[src/sv/p11sof_pkg.sv]
`timescale 1ns / 1ps
// Package for the PDP-11 source operand fetch block.
// Holds the beat types for both channels and the shared codes; no dependencies.
package p11sof_pkg;

    // Request codes of the input beat
    localparam logic [1:0] REQ_START = 2'd0;
    localparam logic [1:0] REQ_DATA  = 2'd1;
    localparam logic [1:0] REQ_LOAD  = 2'd2;

    // Result kinds
    localparam logic RES_READ = 1'b0;
    localparam logic RES_DONE = 1'b1;

    // Configuration register indexes
    localparam logic CFG_STACK_LIMIT = 1'b0;
    localparam logic CFG_STACK_CHECK = 1'b1;

    // Addressing modes
    localparam logic [2:0] MODE_REG       = 3'd0;
    localparam logic [2:0] MODE_DEF       = 3'd1;
    localparam logic [2:0] MODE_AINC      = 3'd2;
    localparam logic [2:0] MODE_AINC_DEF  = 3'd3;
    localparam logic [2:0] MODE_ADEC      = 3'd4;
    localparam logic [2:0] MODE_ADEC_DEF  = 3'd5;
    localparam logic [2:0] MODE_INDEX     = 3'd6;
    localparam logic [2:0] MODE_INDEX_DEF = 3'd7;

    localparam logic [2:0] SP_NUM = 3'd6;
    localparam logic [2:0] PC_NUM = 3'd7;

    typedef struct packed {
        logic [1:0]  req_type;
        logic [2:0]  addr_mode;
        logic [2:0]  reg_num;
        logic        byte_op;
        logic [15:0] data_word;
    } src_item_t;

    typedef struct packed {
        logic        result_kind;
        logic [15:0] mem_addr;
        logic        mem_byte;
        logic [15:0] operand_value;
        logic [15:0] eff_addr;
        logic        stack_fault;
    } src_result_t;

endpackage

[src/sv/pdp11_source_operand_fetch.sv]
`timescale 1ns / 1ps
// PDP-11 source operand fetch: register file, fetch sequencer and result register.
// Depends on p11sof_pkg for beat types and codes.
//
// A beat is first taken into the input register and is processed from there;
// its result (if any) is then written to the output register.
// Throughput: one beat per cycle, limited only by the output handshake.
// Reset (rst_n, async, active low) clears registers R0-R7, the fetch phase,
// the pending operand state, both configuration registers and both valid flags.
module pdp11_source_operand_fetch
    import p11sof_pkg::*;
(
    input  logic        clk,
    input  logic        rst_n,

    input  logic        in_valid,
    output logic        in_ready,
    input  src_item_t   in_data,

    output logic        out_valid,
    input  logic        out_ready,
    output src_result_t out_data,

    input  logic        cfg_we,
    input  logic        cfg_index,
    input  logic [15:0] cfg_data
);

    // Fetch phases
    localparam logic [1:0] PH_IDLE  = 2'd0;
    localparam logic [1:0] PH_INDEX = 2'd1;  // waiting for the index word
    localparam logic [1:0] PH_PTR   = 2'd2;  // waiting for the pointer word
    localparam logic [1:0] PH_OPND  = 2'd3;  // waiting for the operand

    // Input register
    logic        in_valid_reg;
    src_item_t   in_data_reg;

    // Output register
    logic        out_valid_reg;
    src_result_t out_data_reg;
    logic        out_valid_next;

    // Architectural and sequencer state
    logic [15:0] rf_reg [8];
    logic [1:0]  phase_reg, phase_next;
    logic [2:0]  pmode_reg, pmode_next;
    logic [2:0]  preg_reg, preg_next;
    logic        pbyte_reg, pbyte_next;
    logic [15:0] paddr_reg, paddr_next;
    logic        fault_reg, fault_next;

    // Configuration
    logic [15:0] stack_limit_reg;
    logic        stack_check_reg;

    // Processing of the registered beat
    logic        has_result;
    logic        fire;
    logic        rf_we;
    logic [2:0]  rf_waddr;
    logic [15:0] rf_wdata;
    logic [2:0]  rd_addr;
    logic [15:0] rd_val;
    logic [15:0] pc_val;
    logic [15:0] step;
    logic [15:0] inc_val;
    logic [15:0] dec_val;
    logic [15:0] idx_sum;
    logic        sp_low;
    src_result_t res;

    src_item_t   it;
    assign it = in_data_reg;

    // Only a start while idle or read data while busy produces a result.
    always_comb
    begin
        has_result = 1'b0;
        if (it.req_type == REQ_START)
        begin
            has_result = (phase_reg == PH_IDLE);
        end
        else if (it.req_type == REQ_DATA)
        begin
            has_result = (phase_reg != PH_IDLE);
        end
    end

    // A beat without a result never waits on the output side.
    assign fire     = in_valid_reg && (!has_result || !out_valid_reg || out_ready);
    assign in_ready = !in_valid_reg || fire;

    // One shared read port: the index add reads the pending register, all
    // else reads the register named in the beat. PC has a fixed tap.
    assign rd_addr = (it.req_type == REQ_DATA) ? preg_reg : it.reg_num;
    assign rd_val  = rf_reg[rd_addr];
    assign pc_val  = rf_reg[PC_NUM];

    // Byte autoinc/autodec steps by 1 except on SP and PC.
    assign step    = (it.byte_op && (it.reg_num < SP_NUM)) ? 16'd1 : 16'd2;
    assign inc_val = rd_val + step;
    assign dec_val = rd_val - step;
    assign idx_sum = rd_val + it.data_word;
    assign sp_low  = (it.reg_num == SP_NUM) && stack_check_reg && (dec_val < stack_limit_reg);

    always_comb
    begin
        phase_next = phase_reg;
        pmode_next = pmode_reg;
        preg_next  = preg_reg;
        pbyte_next = pbyte_reg;
        paddr_next = paddr_reg;
        fault_next = fault_reg;
        rf_we      = 1'b0;
        rf_waddr   = it.reg_num;
        rf_wdata   = it.data_word;
        res        = '0;

        unique case (it.req_type)
            REQ_LOAD:
            begin
                rf_we = 1'b1;
            end
            REQ_START:
            begin
                if (phase_reg == PH_IDLE)
                begin
                    pmode_next = it.addr_mode;
                    preg_next  = it.reg_num;
                    pbyte_next = it.byte_op;
                    fault_next = 1'b0;
                    res.result_kind = RES_READ;
                    case (it.addr_mode)
                        MODE_REG:
                        begin
                            // register mode: operand straight from the file
                            res.result_kind   = RES_DONE;
                            res.operand_value = it.byte_op ? {8'h00, rd_val[7:0]} : rd_val;
                        end
                        MODE_DEF:
                        begin
                            paddr_next   = rd_val;
                            phase_next   = PH_OPND;
                            res.mem_addr = rd_val;
                            res.mem_byte = it.byte_op;
                        end
                        MODE_AINC:
                        begin
                            paddr_next   = rd_val;
                            rf_we        = 1'b1;
                            rf_wdata     = inc_val;
                            phase_next   = PH_OPND;
                            res.mem_addr = rd_val;
                            res.mem_byte = it.byte_op;
                        end
                        MODE_AINC_DEF:
                        begin
                            // step is always 2 here: deferred pointer is a word
                            rf_we        = 1'b1;
                            rf_wdata     = rd_val + 16'd2;
                            phase_next   = PH_PTR;
                            res.mem_addr = rd_val;
                        end
                        MODE_ADEC:
                        begin
                            rf_we        = 1'b1;
                            rf_wdata     = dec_val;
                            fault_next   = sp_low;
                            paddr_next   = dec_val;
                            phase_next   = PH_OPND;
                            res.mem_addr = dec_val;
                            res.mem_byte = it.byte_op;
                        end
                        MODE_ADEC_DEF:
                        begin
                            // word step; SP check still applies
                            rf_we        = 1'b1;
                            rf_wdata     = rd_val - 16'd2;
                            fault_next   = (it.reg_num == SP_NUM) && stack_check_reg
                                           && ((rd_val - 16'd2) < stack_limit_reg);
                            phase_next   = PH_PTR;
                            res.mem_addr = rd_val - 16'd2;
                        end
                        default:
                        begin
                            // index modes: fetch index word at PC
                            rf_we        = 1'b1;
                            rf_waddr     = PC_NUM;
                            rf_wdata     = pc_val + 16'd2;
                            phase_next   = PH_INDEX;
                            res.mem_addr = pc_val;
                        end
                    endcase
                end
            end
            REQ_DATA:
            begin
                res.result_kind = RES_READ;
                case (phase_reg)
                    PH_INDEX:
                    begin
                        res.mem_addr = idx_sum;
                        if (pmode_reg == MODE_INDEX)
                        begin
                            paddr_next   = idx_sum;
                            phase_next   = PH_OPND;
                            res.mem_byte = pbyte_reg;
                        end
                        else
                        begin
                            phase_next = PH_PTR;
                        end
                    end
                    PH_PTR:
                    begin
                        paddr_next   = it.data_word;
                        phase_next   = PH_OPND;
                        res.mem_addr = it.data_word;
                        res.mem_byte = pbyte_reg;
                    end
                    PH_OPND:
                    begin
                        phase_next        = PH_IDLE;
                        res.result_kind   = RES_DONE;
                        res.operand_value = pbyte_reg ? {8'h00, it.data_word[7:0]}
                                                      : it.data_word;
                        res.eff_addr      = paddr_reg;
                        res.stack_fault   = fault_reg;
                    end
                    default:
                    begin
                        res = '0;
                    end
                endcase
            end
            default:
            begin
                // unused request code: dropped
            end
        endcase
    end

    always_comb
    begin
        out_valid_next = out_valid_reg;
        if (fire && has_result)
        begin
            out_valid_next = 1'b1;
        end
        else if (out_ready)
        begin
            out_valid_next = 1'b0;
        end
    end

    always_ff @(posedge clk or negedge rst_n)
    begin
        if (!rst_n)
        begin
            in_valid_reg    <= 1'b0;
            out_valid_reg   <= 1'b0;
            phase_reg       <= PH_IDLE;
            pmode_reg       <= '0;
            preg_reg        <= '0;
            pbyte_reg       <= 1'b0;
            paddr_reg       <= '0;
            fault_reg       <= 1'b0;
            stack_limit_reg <= '0;
            stack_check_reg <= 1'b0;
            for (int i = 0; i < 8; i++)
            begin
                rf_reg[i] <= '0;
            end
        end
        else
        begin
            if (in_ready)
            begin
                in_valid_reg <= in_valid;
            end
            out_valid_reg <= out_valid_next;
            if (fire)
            begin
                phase_reg <= phase_next;
                pmode_reg <= pmode_next;
                preg_reg  <= preg_next;
                pbyte_reg <= pbyte_next;
                paddr_reg <= paddr_next;
                fault_reg <= fault_next;
                if (rf_we)
                begin
                    rf_reg[rf_waddr] <= rf_wdata;
                end
            end
            if (cfg_we)
            begin
                if (cfg_index == CFG_STACK_LIMIT)
                begin
                    stack_limit_reg <= cfg_data;
                end
                else
                begin
                    stack_check_reg <= cfg_data[0];
                end
            end
        end
    end

    // Payload registers, no reset
    always_ff @(posedge clk)
    begin
        if (in_valid && in_ready)
        begin
            in_data_reg <= in_data;
        end
        if (fire && has_result)
        begin
            out_data_reg <= res;
        end
    end

    assign out_valid = out_valid_reg;
    assign out_data  = out_data_reg;

endmodule
[config.mk]
export PLATFORM = sky130hd
export DESIGN_NAME = pdp11_source_operand_fetch
export DESIGN_NICKNAME = d
export VERILOG_FILES = /design/src/sv/p11sof_pkg.sv /design/src/sv/pdp11_source_operand_fetch.sv
export SDC_FILE = /design/constraint.sdc
export NUM_CORES = 1
export LEC_CHECK = 0
export ABC_AREA = 0
export BUFFER_PORTS_ARGS = -buffer_cell sky130_fd_sc_hd__clkbuf_2
export CORE_UTILIZATION = 67
export DETAILED_ROUTE_END_ITERATION = 8
export PLACE_DENSITY_LB_ADDON = 0.15
export SETUP_SLACK_MARGIN = 0.2
export SYNTH_ARGS = -nofsm -noshare
export SYNTH_HDL_FRONTEND = slang
export SYNTH_SLANG_ARGS = --single-unit
[constraint.sdc]
create_clock -name clk -period 14.6 [get_ports clk]
set_input_delay 0.73 -clock clk [delete_from_list [all_inputs] [get_ports clk]]
set_output_delay 0.73 -clock clk [all_outputs]
set_load 0.01 [all_outputs]
==> impl_metrics.csv <==
group,metric,value,unit
drt,dr.pass1.iters,8,
setup_path,worst_setup_path_start_kind,"flop",
timing,rsz0062_at_grt,"no",
logic_synthesis,synth_nets,1717,
cells_and_area,largest_reg_flops,112,
setup_path,end_kind,"flop",
cells_and_area,utilization,0.749,
die,die_h,154,um
global_route,grt_usage,0.388,
placement,dp_hpwl,32400,um
logic_synthesis,ys_async_sr_fraction,0.695,
global_route,grt_max_degree,100,
setup_path,path_delay_family,"compound AO/OA/AOI/OAI gates",
clock_tree,cts_tree,"built",
drt,wl,45700,um
clock_tree,cts_max_level,1,
timing,timing.final.crit_share,0.441,
clock_tree,cts_resized,0,
clock_tree,post_cts.repair.setup_buffers,0,
run,cap_violations,0,
logic_synthesis,synth_edf_count,76,
power_and_ir_drop,p_leak,7.38,nW
logic_synthesis,synth_area_leaders,"dfrtp_1 (28%), edfxtp_1 (15%), mux2i_1 (5.9%)",
die,die-width,154,um
logic_synthesis,ys_top_cells_by_count,"nand2_1 (233), dfrtp_1 (173), o21ai_0 (139), nor2_1 (122), mux2i_1 (91)",
clock_tree,cts-root-buf,"clkbuf_16",
setup_path,rr_startpoint,"in_data_reg[24]",
die,die_area,23600,um2
placement,place_area,16000,um2
setup_path,slowest_stage,"nand2b_1",
setup_path,crit_chain,"nand2b_1, a21oi_4, buf_4, mux2i_1, mux2i_1, mux2i_4, inv_1, ha_1, a21o_1, a21oi_1, nor2b_1, o21ai_0, a31oi_1, a31o_2, a21o_1, a21oi_1, xnor2_1, a21o_1, a21oi_1, o22ai_1",
worst_hold_path,hold_class,"in -> async",
logic_synthesis,synth_top_area_share,0.281,
logic_synthesis,yosysMostFrequentCell,"nand2_1",
clock_tree,cts_buffer_depth,3,
setup_path,r2r-end,"out_data[49]",
timing,hold_slack,277,ps
global_route,grt_pass1_vias,12400,
logic_synthesis,postSynthRegisterBits,249,
run_status,status,"completed",
drt,drc,0,
timing,max_slew_margin,0.278,
timing,setup_viol,0,
global_route,antenna_found_initial,0,
die,core_area,22600,um2
drt,post_drt_via_cell_ratio,6.63,
timing,fmax,0.155,GHz
logic_synthesis,yosys_warnings,0,
setup_path,reg2reg_depth,20,
placement,gp_congestion,0.990,
logic_synthesis,synth_cell_type_count,90,
drt,wire_per_inst,23.2,um
setup_path,arrival,6690,ps
cells_and_area,antenna_cells,0,
timing,clock_skew,14.9,ps
global_route,grt_first_pass_wirelength,70600,um
die,initial_core_util,0.683,
placement,port_buffers,99,
setup_path,path_buf_inv,2,
drt,via_count,13100,
timing,period_needed,6430,ps
power_and_ir_drop,ir_drop,0.000140,V
setup_path,slowest_delay,660,ps
logic_synthesis,ys.flop_type,"dfrtp_1",
cells_and_area,syn_to_final_growth,9.71,%
die,num_rows,55,
timing,finalSetupTns,0,ps
clock_tree,clk_latency,540,ps
clock_tree,numClockSinks,249,
power_and_ir_drop,powerDensity,198,nW/um2
cells_and_area,num-nets-final,1774,
setup_path,critPathKind,"reg -> reg",
logic_synthesis,synthCells,1611,
clock_tree,cts_inserted_buffers,26,
setup_path,cp_max_fo,45,
logic_synthesis,netlist_area,15400,um2
clock_tree,cts-hold-fix-buffers,0,
timing,worstMarginPinSlew,1070,ps
logic_synthesis,syn-mean-instance-area,9.57,um2
cells_and_area,fillers,1639,
timing,hold_viol,0,
global_route,grt-ovfl-total,0,
drt,drt_iter0_drc,1493,
setup_path,cp_data_required_time,14850,ps
die,io_pins,100,
logic_synthesis,synth_seq_area_share,0.429,
setup_path,reg2reg_slack,8170,ps
cells_and_area,final_area,16900,um2
cells_and_area,drive_gt1_frac,0.156,
timing,final-max-slew-violation-count,0,
drt,drtAntennaViolNets,0,
clock_tree,clk_pin_slew_worst_paths,70,ps
logic_synthesis,synth_area_leader_cell,"dfrtp_1",
[kinds of logic (layout without fill, tap and decap cells)]
kind of cell               count (synthesis)  count (layout)  synth area share
adders and majority gates                 59              59            0.0494
xor gates and xnor gates                  74              74            0.0421
muxes                                    152             152             0.111
DFF                                      249             249             0.429
and+or+nand+nor                          520             520             0.155
AOI/OAI and AO/OA                        406             406             0.169
buffers and inverters                    151             228            0.0441
[worst register-to-register path: stages (launching register included)]
cell      delay (ps)
edfxtp_1         560
nand2b_1         660
a21oi_4          320
buf_4            620
mux2i_1          310
mux2i_1          130
mux2i_4          530
inv_1            320
ha_1             360
a21o_1           180
a21oi_1          210
nor2b_1          130
o21ai_0          420
a31oi_1          210
a31o_2           300
a21o_1           170
a21oi_1          170
xnor2_1          130
a21o_1           200
a21oi_1          140
o22ai_1           80
[area by class of cell]
class,instances,area (um2),share of cell area
flip-flops and latches,249,6610,0.391
clock buffers,36,781,0.0462
inverters,57,228,0.0135
well taps,285,357,0.0211
repair buffers,123,682,0.0403
clock inverters,12,93.8,0.00555
multi-input cells,1211,8150,0.482
[per-stage QoR]
| step | setup slack, ps | power, mW | instances |
|---|---|---|---|
| 6_report | 8170 | 3.35 | 1973 |
| 5_1_grt | 7810 | 3.52 | 1973 |
| 4_1_cts | 8290 | 3.30 | 1973 |
| 3_5_place_dp | 8340 | 2.63 | 1925 |
| 3_3_place_gp | 8460 | 2.58 | 1925 |
| 2_1_floorplan | 9370 | 2.18 | 1611 |
[report_power, final]
part	internal [mW]	switching, mW	total (mW)
Sequential	0.918	0.142	1.06
Clock	0.391	0.280	0.671
Combinational	0.618	0.999	1.62
[cell usage in the layout (no fill, tap or decap), types with 10 or more instances in the layout]
cell	count
a2111oi_0	10
a211oi_1	11
a21o_1	10
a21oi_1	65
a221oi_1	10
a22oi_1	15
a31oi_1	18
and3_1	25
buf_4	24
clkbuf_16	28
clkbuf_2	98
clkinv_1	11
dfrtp_1	173
edfxtp_1	76
ha_1	56
inv_1	47
mux2_2	40
mux2i_1	91
nand2_1	233
nand2b_1	18
nand3_1	23
nand4_1	12
nor2_1	121
nor3_1	33
o211ai_1	19
o21ai_0	138
o21ai_1	13
o22ai_1	25
xnor2_1	64
xor2_1	10
[how the worst max path moves through the flow]
stage                    startpoint            to  slack (ps)  depth (start not counted)
finish              in_data_reg[24]  out_data[49]        8170                         20
global route        in_data_reg[24]     fault_reg        7810                         25
CTS                 in_data_reg[24]  out_data[49]        8290                         20
detailed placement  in_data_reg[24]  out_data[49]        8340                         20
global placement    in_data_reg[24]  out_data[49]        8460                         20
floorplan              phase_reg[0]   out_data[0]        9370                          6
[layer usage]
layer / routed length [um] / global-route usage / up-vias
li1: - / - / 5919
met1: 18400 / 0.517 / 6253
met2: 21100 / 0.627 / 723
met3: 4150 / 0.0662 / 177
met4: 2070 / 0.167 / 0
met5: 0 / 0 / -
Note: power is estimated with default switching activity, not from simulation.
